--- src/sv/ttip_pkg.sv ---
package ttip_pkg;

    // Field widths fixed by the interface
    localparam int UNIT_W  = 16;
    localparam int BASE_W  = 6;
    localparam int DIGIT_W = 6;
    localparam int COUNT_OUT_W = 16;
    localparam int VALUE_OUT_W = 64;

    // Defaults for the top-level parameters
    localparam int VALUE_BITS_DEF = 64;
    localparam int COUNT_BITS_DEF = 16;

    // Reset radix of the base register
    localparam logic [BASE_W-1:0] BASE_RESET = 6'd10;
    localparam logic [BASE_W-1:0] BASE_AUTO  = 6'd0;
    localparam logic [BASE_W-1:0] BASE_OCT   = 6'd8;
    localparam logic [BASE_W-1:0] BASE_DEC   = 6'd10;
    localparam logic [BASE_W-1:0] BASE_HEX   = 6'd16;

    // Depth of the queue between front and back
    localparam int QUEUE_DEPTH = 4;

    // Character codes
    localparam logic [UNIT_W-1:0] CH_MINUS  = 16'h002D;
    localparam logic [UNIT_W-1:0] CH_PLUS   = 16'h002B;
    localparam logic [UNIT_W-1:0] CH_ZERO   = 16'h0030;
    localparam logic [UNIT_W-1:0] CH_NINE   = 16'h0039;
    localparam logic [UNIT_W-1:0] CH_X_LOW  = 16'h0078;
    localparam logic [UNIT_W-1:0] CH_X_UP   = 16'h0058;
    localparam logic [UNIT_W-1:0] CH_A_UP   = 16'h0041;
    localparam logic [UNIT_W-1:0] CH_Z_UP   = 16'h005A;
    localparam logic [UNIT_W-1:0] CH_A_LOW  = 16'h0061;
    localparam logic [UNIT_W-1:0] CH_Z_LOW  = 16'h007A;

    // Parse phase of the current string
    typedef enum logic [2:0] {
        PH_SPACE,
        PH_BODY,
        PH_PREFIX,
        PH_DIGITS,
        PH_DONE
    } phase_t;

    // Digit status of the current string
    typedef enum logic [1:0] {
        DS_NONE,
        DS_OK,
        DS_OVF
    } status_t;

    // Classified code unit handed from front to back
    typedef struct packed {
        logic               is_space;
        logic               is_minus;
        logic               is_plus;
        logic               is_zero;
        logic               is_x;
        logic               digit_ok;
        logic [DIGIT_W-1:0] digit;
        logic               last;
    } class_t;

endpackage

--- src/sv/ttip_front.sv ---
module ttip_front
    import ttip_pkg::*;
(
    input  logic              s_tvalid,
    output logic              s_tready,
    input  logic [UNIT_W-1:0] code_unit,
    input  logic              is_last,
    output logic              push_valid,
    input  logic              push_ready,
    output class_t            push_item
);

    function automatic logic space_unit(input logic [UNIT_W-1:0] c);
        logic hit;
        hit = 1'b0;
        if (c >= 16'h0009 && c <= 16'h000D) hit = 1'b1;
        if (c >= 16'h001C && c <= 16'h0020) hit = 1'b1;
        if (c == 16'h0085 || c == 16'h00A0 || c == 16'h1680) hit = 1'b1;
        if (c >= 16'h2000 && c <= 16'h200A) hit = 1'b1;
        if (c == 16'h2028 || c == 16'h2029 || c == 16'h202F) hit = 1'b1;
        if (c == 16'h205F || c == 16'h3000) hit = 1'b1;
        return hit;
    endfunction

    logic [UNIT_W-1:0] off_num;
    logic [UNIT_W-1:0] off_up;
    logic [UNIT_W-1:0] off_low;

    // Classify the unit
    always_comb
    begin
        off_num = code_unit - CH_ZERO;
        off_up  = code_unit - CH_A_UP + 16'd10;
        off_low = code_unit - CH_A_LOW + 16'd10;

        push_item.is_space = space_unit(code_unit);
        push_item.is_minus = (code_unit == CH_MINUS);
        push_item.is_plus  = (code_unit == CH_PLUS);
        push_item.is_zero  = (code_unit == CH_ZERO);
        push_item.is_x     = (code_unit == CH_X_LOW) || (code_unit == CH_X_UP);
        push_item.last     = is_last;
        push_item.digit_ok = 1'b1;
        push_item.digit    = '0;
        if (code_unit >= CH_ZERO && code_unit <= CH_NINE)
        begin
            push_item.digit = DIGIT_W'(off_num);
        end
        else if (code_unit >= CH_A_UP && code_unit <= CH_Z_UP)
        begin
            push_item.digit = DIGIT_W'(off_up);
        end
        else if (code_unit >= CH_A_LOW && code_unit <= CH_Z_LOW)
        begin
            push_item.digit = DIGIT_W'(off_low);
        end
        else
        begin
            push_item.digit_ok = 1'b0;
        end
    end

    assign push_valid = s_tvalid;
    assign s_tready   = push_ready;

endmodule

--- src/sv/ttip_queue.sv ---
module ttip_queue
    import ttip_pkg::*;
(
    input  logic   clk,
    input  logic   rst_n,
    input  logic   push_valid,
    output logic   push_ready,
    input  class_t push_item,
    output logic   pop_valid,
    input  logic   pop_ready,
    output class_t pop_item
);

    localparam int PTR_W = $clog2(QUEUE_DEPTH);

    class_t             q_mem [QUEUE_DEPTH];
    logic [PTR_W-1:0]   wr_ptr_reg;
    logic [PTR_W-1:0]   rd_ptr_reg;
    logic [PTR_W:0]     count_reg;
    logic               push_fire;
    logic               pop_fire;

    assign push_ready = (count_reg != (PTR_W+1)'(QUEUE_DEPTH));
    assign pop_valid  = (count_reg != '0);
    assign push_fire  = push_valid && push_ready;
    assign pop_fire   = pop_valid && pop_ready;
    assign pop_item   = q_mem[rd_ptr_reg];

    // Store the item
    always_ff @(posedge clk)
    begin
        if (push_fire)
        begin
            q_mem[wr_ptr_reg] <= push_item;
        end
    end

    // Advance pointers and count
    always_ff @(posedge clk or negedge rst_n)
    begin
        if (!rst_n)
        begin
            wr_ptr_reg <= '0;
            rd_ptr_reg <= '0;
            count_reg  <= '0;
        end
        else
        begin
            if (push_fire)
            begin
                wr_ptr_reg <= wr_ptr_reg + 1'b1;
            end
            if (pop_fire)
            begin
                rd_ptr_reg <= rd_ptr_reg + 1'b1;
            end
            if (push_fire && !pop_fire)
            begin
                count_reg <= count_reg + 1'b1;
            end
            else if (pop_fire && !push_fire)
            begin
                count_reg <= count_reg - 1'b1;
            end
        end
    end

endmodule

--- src/sv/ttip_back.sv ---
module ttip_back
    import ttip_pkg::*;
#(
    parameter int VALUE_BITS = VALUE_BITS_DEF,
    parameter int COUNT_BITS = COUNT_BITS_DEF
)
(
    input  logic              clk,
    input  logic              rst_n,
    input  logic              cfg_we,
    input  logic [BASE_W-1:0] cfg_data,
    input  logic              item_valid,
    output logic              item_ready,
    input  class_t            item,
    output logic              m_tvalid,
    input  logic              m_tready,
    output logic [79:0]       m_tdata,
    output logic [1:0]        m_tuser
);

    localparam int PW = VALUE_BITS + BASE_W + 1;

    logic [BASE_W-1:0]     cfg_base_reg;
    phase_t                phase_reg, phase_next;
    logic                  neg_reg, neg_next;
    logic [VALUE_BITS-1:0] acc_reg, acc_next;
    status_t               ds_reg, ds_next;
    logic [BASE_W-1:0]     base_reg, base_next;
    logic [COUNT_BITS-1:0] pos_reg, pos_next;
    logic [COUNT_BITS-1:0] endp_reg, endp_next;

    logic                  out_valid_reg;
    logic [VALUE_OUT_W-1:0] out_value_reg, out_value_next;
    logic [COUNT_OUT_W-1:0] out_units_reg, out_units_next;
    logic                  out_ovf_reg, out_ovf_next;
    logic                  out_conv_reg, out_conv_next;

    logic                  fire;
    logic                  body_go;
    logic                  dig_go;
    logic [BASE_W-1:0]     eff_base;
    logic [VALUE_BITS-1:0] acc_in;
    status_t               ds_in;
    logic [BASE_W-1:0]     radix;
    logic [PW-1:0]         prod;
    logic [PW-1:0]         lim;
    logic [COUNT_BITS-1:0] pos_inc;
    status_t               fin_ds;
    logic [VALUE_BITS-1:0] fin_acc;
    logic [COUNT_BITS-1:0] fin_end;
    logic [VALUE_BITS-1:0] mag;
    logic signed [VALUE_BITS-1:0] val_s;

    // Hold only a last unit while an earlier result still waits
    assign item_ready = !item.last || !out_valid_reg || m_tready;
    assign fire       = item_valid && item_ready;
    assign pos_inc    = (pos_reg == '1) ? pos_reg : pos_reg + 1'b1;

    // Parse one unit: phase step, then one multiply-accumulate
    always_comb
    begin
        phase_next = phase_reg;
        neg_next   = neg_reg;
        base_next  = base_reg;
        endp_next  = endp_reg;
        pos_next   = pos_inc;
        body_go    = 1'b0;
        dig_go     = 1'b0;
        eff_base   = base_reg;
        acc_in     = acc_reg;
        ds_in      = ds_reg;

        case (phase_reg)
            PH_SPACE:
            begin
                if (!item.is_space)
                begin
                    base_next = cfg_base_reg;
                    eff_base  = cfg_base_reg;
                    if (item.is_minus)
                    begin
                        neg_next   = 1'b1;
                        phase_next = PH_BODY;
                    end
                    else if (item.is_plus)
                    begin
                        phase_next = PH_BODY;
                    end
                    else
                    begin
                        body_go = 1'b1;
                    end
                end
            end
            PH_BODY:
            begin
                body_go = 1'b1;
            end
            PH_PREFIX:
            begin
                phase_next = PH_DIGITS;
                if (item.is_x)
                begin
                    base_next = BASE_HEX;
                end
                else
                begin
                    // the held zero counts as a digit ending before this unit
                    base_next = (base_reg == BASE_AUTO) ? BASE_OCT : base_reg;
                    ds_in     = DS_OK;
                    acc_in    = '0;
                    endp_next = pos_reg;
                    dig_go    = 1'b1;
                end
            end
            PH_DIGITS:
            begin
                dig_go = 1'b1;
            end
            default:
            begin
            end
        endcase

        // Sign done: look for a prefix zero or start the digits
        if (body_go)
        begin
            if ((eff_base == BASE_AUTO || eff_base == BASE_HEX) && item.is_zero)
            begin
                phase_next = PH_PREFIX;
            end
            else
            begin
                base_next  = (eff_base == BASE_AUTO) ? BASE_DEC : eff_base;
                phase_next = PH_DIGITS;
                dig_go     = 1'b1;
            end
        end

        acc_next = acc_in;
        ds_next  = ds_in;
        radix    = (base_next == BASE_AUTO) ? BASE_W'(1) : base_next;
        prod     = PW'(acc_in) * PW'(radix) + PW'(item.digit);
        lim      = (PW'(1) << (VALUE_BITS - 1)) - PW'(!neg_next);

        // Accumulate a digit, saturating past the limit
        if (dig_go)
        begin
            if (!item.digit_ok || item.digit >= radix)
            begin
                phase_next = PH_DONE;
            end
            else
            begin
                endp_next = pos_inc;
                if (ds_in == DS_OVF || prod > lim)
                begin
                    ds_next = DS_OVF;
                end
                else
                begin
                    ds_next  = DS_OK;
                    acc_next = prod[VALUE_BITS-1:0];
                end
            end
        end

        // Close the string: a lone held zero is the number
        fin_ds  = ds_next;
        fin_acc = acc_next;
        fin_end = endp_next;
        if (phase_next == PH_PREFIX)
        begin
            fin_ds  = DS_OK;
            fin_acc = '0;
            fin_end = pos_next;
        end

        case (fin_ds)
            DS_OVF:  mag = lim[VALUE_BITS-1:0];
            DS_OK:   mag = fin_acc;
            default: mag = '0;
        endcase
        val_s = neg_next ? -mag : mag;

        out_value_next = VALUE_OUT_W'(val_s);
        out_ovf_next   = (fin_ds == DS_OVF);
        out_conv_next  = (fin_ds != DS_NONE);
        out_units_next = out_conv_next ? COUNT_OUT_W'(fin_end) : '0;
    end

    // Hold the base register
    always_ff @(posedge clk or negedge rst_n)
    begin
        if (!rst_n)
        begin
            cfg_base_reg <= BASE_RESET;
        end
        else if (cfg_we)
        begin
            cfg_base_reg <= cfg_data;
        end
    end

    // Update parse state; drop it after the last unit
    always_ff @(posedge clk or negedge rst_n)
    begin
        if (!rst_n)
        begin
            phase_reg <= PH_SPACE;
            neg_reg   <= 1'b0;
            acc_reg   <= '0;
            ds_reg    <= DS_NONE;
            base_reg  <= BASE_AUTO;
            pos_reg   <= '0;
            endp_reg  <= '0;
        end
        else if (fire)
        begin
            if (item.last)
            begin
                phase_reg <= PH_SPACE;
                neg_reg   <= 1'b0;
                acc_reg   <= '0;
                ds_reg    <= DS_NONE;
                base_reg  <= BASE_AUTO;
                pos_reg   <= '0;
                endp_reg  <= '0;
            end
            else
            begin
                phase_reg <= phase_next;
                neg_reg   <= neg_next;
                acc_reg   <= acc_next;
                ds_reg    <= ds_next;
                base_reg  <= base_next;
                pos_reg   <= pos_next;
                endp_reg  <= endp_next;
            end
        end
    end

    // Output register valid
    always_ff @(posedge clk or negedge rst_n)
    begin
        if (!rst_n)
        begin
            out_valid_reg <= 1'b0;
        end
        else if (fire && item.last)
        begin
            out_valid_reg <= 1'b1;
        end
        else if (m_tready)
        begin
            out_valid_reg <= 1'b0;
        end
    end

    // Output register payload
    always_ff @(posedge clk)
    begin
        if (fire && item.last)
        begin
            out_value_reg <= out_value_next;
            out_units_reg <= out_units_next;
            out_ovf_reg   <= out_ovf_next;
            out_conv_reg  <= out_conv_next;
        end
    end

    assign m_tvalid = out_valid_reg;
    assign m_tdata  = {out_units_reg, out_value_reg};
    assign m_tuser  = {out_conv_reg, out_ovf_reg};

endmodule

--- src/sv/text_to_integer_parser_unit.sv ---
// Streaming strtol-style parser: one UTF-16 code unit per item on the slave
// side, s_tlast on the final unit of a string, one result per string on the
// master side. The block takes one item every cycle while the queue has
// room; the back stage updates the parse state for each unit through one
// value-by-base multiply-accumulate and limit compare. With nothing queued
// ahead of it, the last unit is written into the queue and the back stage
// then loads the output register from it, raising m_tvalid. A four-entry
// queue parts the classifying front from the parsing back, so input keeps
// flowing while a result waits; only the next last unit is held in the back
// stage until that result is taken. The base register (reset 10,
// 0 = automatic) is read when the first non-whitespace unit reaches the
// back stage; write it only while the block is idle.
module text_to_integer_parser_unit
    import ttip_pkg::*;
#(
    parameter int VALUE_BITS = VALUE_BITS_DEF,
    parameter int COUNT_BITS = COUNT_BITS_DEF
)
(
    input  logic              clk,
    input  logic              rst_n,
    input  logic              cfg_we,
    input  logic [BASE_W-1:0] cfg_data,     // number_base
    input  logic              s_tvalid,
    output logic              s_tready,
    input  logic [15:0]       s_tdata,      // [15:0] code_unit
    input  logic              s_tlast,      // is_last
    output logic              m_tvalid,
    input  logic              m_tready,
    output logic [79:0]       m_tdata,      // [63:0] value, [79:64] units_consumed
    output logic [1:0]        m_tuser       // [0] overflowed, [1] converted
);

    logic   push_valid;
    logic   push_ready;
    class_t push_item;
    logic   pop_valid;
    logic   pop_ready;
    class_t pop_item;

    ttip_front u_front (
        .s_tvalid   (s_tvalid),
        .s_tready   (s_tready),
        .code_unit  (s_tdata),
        .is_last    (s_tlast),
        .push_valid (push_valid),
        .push_ready (push_ready),
        .push_item  (push_item)
    );

    ttip_queue u_queue (
        .clk        (clk),
        .rst_n      (rst_n),
        .push_valid (push_valid),
        .push_ready (push_ready),
        .push_item  (push_item),
        .pop_valid  (pop_valid),
        .pop_ready  (pop_ready),
        .pop_item   (pop_item)
    );

    ttip_back #(
        .VALUE_BITS (VALUE_BITS),
        .COUNT_BITS (COUNT_BITS)
    ) u_back (
        .clk        (clk),
        .rst_n      (rst_n),
        .cfg_we     (cfg_we),
        .cfg_data   (cfg_data),
        .item_valid (pop_valid),
        .item_ready (pop_ready),
        .item       (pop_item),
        .m_tvalid   (m_tvalid),
        .m_tready   (m_tready),
        .m_tdata    (m_tdata),
        .m_tuser    (m_tuser)
    );

endmodule

--- config.mk ---
export PLATFORM = sky130hd
export DESIGN_NAME = text_to_integer_parser_unit
export DESIGN_NICKNAME = d
export VERILOG_FILES = /design/src/sv/ttip_pkg.sv /design/src/sv/ttip_front.sv /design/src/sv/ttip_queue.sv /design/src/sv/ttip_back.sv /design/src/sv/text_to_integer_parser_unit.sv
export SDC_FILE = /design/constraint.sdc
export NUM_CORES = 2
export LEC_CHECK = 0
export BUFFER_PORTS_ARGS = -buffer_cell sky130_fd_sc_hd__buf_2
export CAP_MARGIN = 10
export CORE_MARGIN = 2
export CORE_UTILIZATION = 45
export DETAILED_ROUTE_END_ITERATION = 8
export SLEW_MARGIN = 20
export SYNTH_ARGS = -nofsm -noshare
export SYNTH_HDL_FRONTEND = slang
export SYNTH_SLANG_ARGS = --single-unit
--- constraint.sdc ---
create_clock -name clk -period 22.3 [get_ports clk]
set_input_delay 2.23 -clock clk [delete_from_list [all_inputs] [get_ports clk]]
set_output_delay 2.23 -clock clk [all_outputs]
set_load 0.1 [all_outputs]
# Word level (Yosys, flattened, before mapping)
# Memories as Yosys holds them, arrays and structs flattened.
# Cells that the tools add are included.
[word_totals] regBits=204 mem_bits_rw=52 inputBits=28 out_inout_bits=84 word_cells=178 n_memories=1
[op_classes] add_sub_neg=13 multipliers=1 n_lt_le_gt_ge=14 eq_ne=23 muxes=73 n_reduce_logical=37
[memory_table] name="u_queue.q_mem" depth=4 width=13 rd=1 rd_ports_with_merged_regs=0 wr=1 line="ttip_queue.sv:16" text="class_t q_mem [QUEUE_DEPTH];"
[op_table] operator="2-to-1 mux 64 bit" n=8
[op_table] operator="2-to-1 mux 16 bit" n=8
[op_table] operator="case mux 64 bit (2 select lines)" n=1
[op_table] operator="equality test 16 x 14 -> 1 bit, second input constant" n=5
[op_table] operator="2-to-1 mux 6 bit" n=12
[op_table] operator="adder 70 x 6 -> 71 bit" n=1
[op_table] operator="greater-than comparator 71 bit" n=1
[op_table] operator="multiplier 64 x 6 -> 70 bit" n=1
[op_table] operator="subtractor 64 x 1 -> 65 bit, first input constant" n=1
[op_table] operator="negation 64 bit" n=1
[op_table] operator="equality test 16 x 6 -> 1 bit, second input constant" n=3
[op_table] operator="equality test 16 x 7 -> 1 bit, second input constant" n=2
[op_table] operator="equality test 16 x 8 -> 1 bit, second input constant" n=2
[op_table] operator=">= comparator 16 x 7 -> 1 bit, second input constant" n=2
[op_table] operator="<= comparator 16 x 6 -> 1 bit, second input constant" n=2
[op_table] operator="<= comparator 16 x 7 -> 1 bit, second input constant" n=2
[op_table] operator="2-to-1 mux 3 bit" n=9
[op_table] operator="2-to-1 mux 1 bit" n=24
[op_table] operator="zero test 6 bit" n=3
[op_table] operator="adder 16 x 1 -> 16 bit, second input constant" n=1
[op_table] operator="equality test 16 x 13 -> 1 bit, second input constant" n=1
[op_table] operator="equality test 16 bit, second input constant" n=1
[op_table] operator=">= comparator 16 x 14 -> 1 bit, second input constant" n=1
[op_table] operator=">= comparator 16 x 4 -> 1 bit, second input constant" n=1
[op_table] operator="other kinds (27)" n=68

# Logic depth before layout (Yosys ltp)
# An unclocked memory read counts as a cell.
[depth] depth_word=22 ltp_mapped=63 depth_no_buf=52

# Cells and area by module
# A second synthesis with hierarchy kept.
[hier_totals] cells_unflattened=3322 area_unflattened_um2=29293.1
[modules_own_cells] module="ttip_back" instances=1 cells_each=3121 area_per_inst_um2=26284.0 seq_area_each_um2=5342.6
[modules_own_cells] module="ttip_queue" instances=1 cells_each=103 area_per_inst_um2=2321.0 seq_area_each_um2=1736.7
[modules_own_cells] module="ttip_front" instances=1 cells_each=98 area_per_inst_um2=688.2 seq_area_each_um2=0.0

# Worst setup path before layout
# Ideal clock, no wire load.
[synth_path] kind="register -> register" startpoint="register u_queue.rd_ptr_reg[0]" endpoint="register u_back.out_value_reg[58] (data pin)" setup_ns=0.268 arrival_time_ns=13.983 slack_ns=8.048 path_stages_with_launch=60 synth_period_minus_slack_ns=14.252 path_cell_list="dfrtp_1 -> buf_2 -> mux4_2 -> nand2b_1 -> or3_1 -> clkbuf_1 -> clkbuf_1 -> clkbuf_1 -> clkbuf_1 -> clkbuf_1 -> clkbuf_1 -> clkbuf_1 -> clkbuf_1 -> clkbuf_1 -> buf_1 -> nand3_1 -> fa_1 -> fa_1 -> [24 not listed] -> clkbuf_1 -> and3_1 -> ha_1 -> clkbuf_1 -> nand2_1 -> clkbuf_1 -> buf_1 -> o21ai_0 -> nand2_1 -> ha_1 -> o311ai_1 -> or4b_1 -> buf_2 -> nor4_4 -> nand3_2 -> buf_6 -> o31ai_2 -> xor2_1"
[synth_via] elab_chain_len=22 elab_cells_between_ends=61 cone_classes="add/sub: 3; mul: 1; order compare: 2; eq/ne: 5; mux: 41; reduce/logical: 8; memory: 1"
[synth_lines] item="from (decl)" line="ttip_queue.sv:18" text="logic [PTR_W-1:0] rd_ptr_reg;"
[synth_lines] item="from (signal assigned)" line="ttip_queue.sv:55" text="rd_ptr_reg <= rd_ptr_reg + 1'b1;"
[synth_lines] item="memory (4 x 13 bit) (*)"
[synth_lines] item="2-to-1 mux 6 bit" line="ttip_back.sv:76" text="if (!item.is_space)"
[synth_lines] item="2-to-1 mux 6 bit" line="ttip_back.sv:73" text="case (phase_reg)"
[synth_lines] item="equality test 6 x 5 -> 1 bit or zero test 6 bit (tied branches)" line="ttip_back.sv:128, ttip_back.sv:134"
[synth_lines] item="logical OR 1 bit" line="ttip_back.sv:128" text="if ((eff_base == BASE_AUTO || eff_base == BASE_HEX) && item.is_zero)"
[synth_lines] item="logical AND 1 bit" line="ttip_back.sv:128"
[synth_lines] item="2-to-1 mux 6 bit" line="ttip_back.sv:128"
[synth_lines] item="2-to-1 mux 6 bit" line="ttip_back.sv:126" text="if (body_go)"
[synth_lines] item="[8 not listed]"
[synth_lines] item="2-to-1 mux 2 bit" line="ttip_back.sv:147" text="if (dig_go)"
[synth_lines] item="2-to-1 mux 2 bit (*)" line="ttip_back.sv:172" text="if (phase_next == PH_PREFIX)"
[synth_lines] item="equality test 2 bit (*)"
[synth_lines] item="net u_back.out_ovf_next" line="ttip_back.sv:35" text="logic out_ovf_reg, out_ovf_next;"
[synth_lines] item="case mux 64 bit (2 select lines) (*)" line="ttip_back.sv:179" text="case (fin_ds)"
[synth_lines] item="negation 64 bit" line="ttip_back.sv:184" text="val_s = neg_next ? -mag : mag;"
[synth_lines] item="2-to-1 mux 64 bit (*)" line="ttip_back.sv:184"
[synth_lines] item="net u_back.out_value_next[58]" line="ttip_back.sv:33" text="logic [VALUE_OUT_W-1:0] out_value_reg, out_value_next;"
[synth_lines] item="to (signal assigned)" line="ttip_back.sv:265" text="out_value_reg <= out_value_next;"
[synth_lines] item="to (decl)" line="ttip_back.sv:33"
# Mark *: on every way through the listed nets, which the timed path passes. The rest lies on a longest branch.
# A chain may end at the register's enable or synchronous reset.

# Worst setup path after layout
[layout_path] startpoint="register u_queue.rd_ptr_reg[0]" endpoint="register u_back.out_value_reg[54] (data pin)"
# Same word-level chain as after synthesis.

==> results by group <==
Timing
  – Final hold slack: 0.484 ns
  – Final Critical Period: 16.60 ns
  – Final hold violation count: 0
  – Unrepaired setup endpoints after global routing: no
  – Setup TNS Final: 0 ns
  – Slew Limit Fails: 0
  – Layout Skew: 0.0179 ns
  – Fmax: 0.0603 GHz
  – Worst Tran Pin Value: 1.09 ns
  – Slew headroom: 0.262
  – # setup viols final: 0
  – Final worst path period share: 0.744
  – Worst setup margin: 5.70 ns

Clock tree
  – Clock transition at path regs: 0.08 ns
  – Root Buffer: clkbuf_16
  – Worst-Skew Late Latency: 0.58 ns
  – Post-CTS Setup Inserts: 0
  – CTS Buf Count: 27
  – Max clock buf depth: 3
  – TritonCTS clock tree: yes
  – CTS Hold Bufs: 0
  – Clock sinks: 256
  – Htree depth: 1
  – Post-CTS resize count: 0

Hold path
  – Hold Crit Class: reg -> reg

Critical path
  – Crit path DAT: 16.92 ns
  – Critical Path End Type: flip-flop
  – Critical path's largest stage delay: 0.92 ns
  – Worst Path Required: 22.62 ns
  – Slowest CP cell: dfrtp_1
  – Startpoint types: flip-flop
  – Type of the worst setup path: reg -> reg
  – Critical path peak fanout: 36

Placed design
  – Dpl cell area: 30700 µm²
  – PortBufs: 111
  – Final Wtd Congestion: 0.995
  – HPWL Detailed: 80200 µm
  – Pre-CTS setup slack: 6.09 ns

Synth
  – Post-synthesis sequential element count: 256
  – Number of synthesized flops with an enable pin: 134
  – Share of flip-flops with an asynchronous set or reset: 0.477
  – Dominant synthesized flop cell: edfxtp_1
  – Netlist cell types: 103
  – Syn Area/Cell: 8.71 µm²
  – Syn Std Cell Area: 29500 µm²
  – Syn_nets: 3912
  – Cells after Synth: 3391
  – Yosys warns: 0
  – Sequential area share after synthesis: 0.240

GRT
  – Layer with the highest usage: met2
  – GR Util met3: 0.0412
  – Overall routing resource usage: 0.304
  – Vias in the first global route: 26.1k
  – Met2 usage: 0.488
  – Largest net degree at the start of global routing: 86
  – Initial antenna violation count: 2
  – GR Overflow Total: 0
  – Met1 Resource Use GR: 0.418
  – First-pass GRT wire length: 159000 µm

Detailed routing
  – DR iter-0 viols: 2881
  – Post-Route WL: 103000 µm
  – Drt wl/cell: 24.3 µm
  – Routed vias: 26.3k
  – Routed vias/inst: 6.20
  – DRT Pass-1 Iters: 6
  – Antenna-violating nets left: 0
  – Post-route DRC: 0

Floorplan
  – Die H: 260 µm
  – Die area: 67700 µm²
  – Starting Density: 0.456
  – Core Box Area: 64700 µm²
  – Row Count: 93
  – Io pins: 112
  – Die W: 260 µm

Finish
  – Final net count: 3891
  – Design Area, Final: 31600 µm²
  – Antenna fix cells: 0
  – Layout area overhead: 7.09%
  – Ratio of cells with drive above 1 in the final layout: 0.0835

Pwr
  – Power Density: 122 nW/µm²
  – Max IR drop VDD: 0.000124 V
  – Leakage Power: 14.8 nW

Status
  – Status: finished clean

Job
  – Max_cap viols: 0
[cell families (layout without fill, tap and decap cells)]
group / after synthesis / count (layout) / synth area share
simple gates: 1232 / 1232 / 0.189
compound gates: 755 / 755 / 0.166
mux: 77 / 77 / 0.0323
buf+inv: 447 / 446 / 0.0606
flops: 256 / 256 / 0.240
xor+xnor: 131 / 131 / 0.0389
fa+ha+maj: 493 / 493 / 0.273
[critical path: cells and delay by family, from the launching register on]
family,cells,cell delay (ns)
buf+inv,7,1.66
xor+xnor,2,0.80
fa+ha+maj,7,2.97
flops,1,0.92
compound gates,15,4.55
mux,1,0.74
simple gates,15,4.63
[synth_stat cells, types with 14 or more instances]
| master | n | area [µm²] |
|---|---|---|
| a211oi_1 | 26 | 195 |
| a21o_1 | 37 | 278 |
| a21oi_1 | 188 | 941 |
| a22o_1 | 35 | 307 |
| a31oi_1 | 31 | 194 |
| and2_1 | 23 | 144 |
| and3_1 | 29 | 181 |
| buf_1 | 21 | 78.8 |
| buf_2 | 28 | 140 |
| clkbuf_1 | 140 | 526 |
| dfrtp_1 | 120 | 3000 |
| edfxtp_1 | 134 | 4020 |
| fa_1 | 253 | 5060 |
| ha_1 | 240 | 3000 |
| inv_1 | 241 | 905 |
| mux2_2 | 15 | 169 |
| mux2i_1 | 48 | 480 |
| nand2_1 | 387 | 1450 |
| nand2b_1 | 14 | 87.6 |
| nand3_1 | 145 | 726 |
| nand4_1 | 54 | 338 |
| nor2_1 | 427 | 1600 |
| nor3_1 | 49 | 245 |
| o211ai_1 | 24 | 180 |
| o21a_1 | 23 | 173 |
| o21ai_0 | 213 | 1070 |
| o22ai_1 | 16 | 100 |
| o31ai_1 | 22 | 165 |
| or3_1 | 14 | 87.6 |
| xnor2_1 | 69 | 604 |
| xor2_1 | 62 | 543 |
[power by group]
group / internal (W) / total [W] / switching, W / leakage (nW)
Combinational: 0.000590 / 0.00260 / 0.00201 / 11.4
Sequential: 0.000687 / 0.000761 / 0.0000741 / 2.94
Clock: 0.000295 / 0.000505 / 0.000209 / 0.452
Total: 0.00157 / 0.00386 / 0.00229 / 14.8
[cells in the final DEF, fill, tap and decap left out, types with 120 or more instances in the layout]
cell type,instances
dfrtp_1,120
nand3_1,145
fa_1,253
nand2_1,387
a21oi_1,186
inv_1,240
nor2_1,424
edfxtp_1,134
o21ai_0,213
ha_1,240
[metal layers]
layer / part of all wire / up-vias
met2: 0.46 / 1177
met5: 0.00030 / -
met3: 0.073 / 229
li1: - / 11788
met4: 0.045 / 4
met1: 0.42 / 13108
[per-stage QoR]
step / instances / util / total power [W]
after floorplan: 3391 / - / 0.00262
after global placement: 4196 / 0.474 / 0.00328
after detailed placement: 4196 / 0.474 / 0.00332
after CTS: 4245 / 0.489 / 0.00383
after global routing: 4245 / 0.489 / 0.00405
final: 4245 / 0.489 / 0.00386
[final timing paths]
check | startpoint | endpoint | slack [ns] | depth (start not counted)
worst max-delay path | u_queue.rd_ptr_reg[0] | u_back.out_value_reg[54] | 5.70 | 47
worst min-delay path | u_back.acc_reg[5] | u_back.acc_reg[5] | 0.48 | 2
worst max register to register | u_queue.rd_ptr_reg[0] | u_back.out_value_reg[54] | 5.70 | 47
worst min register to register | u_back.acc_reg[5] | u_back.acc_reg[5] | 0.48 | 2
max in group asynchronous | rst_n | u_back.acc_reg[48] | 19.31 | 2
min in group asynchronous | rst_n | u_back.endp_reg[3] | 1.64 | 1
[layout make-up]
cell class	count	area [µm²]
multi-input cells	2688	20700
fillers	6231	33100
clock buffers	31	701
well taps	855	1070
inverters	245	920
clock inverters	18	259
flip-flops and latches	256	7080
repair buffers	152	873
Power figures use the tool's default switching activity.
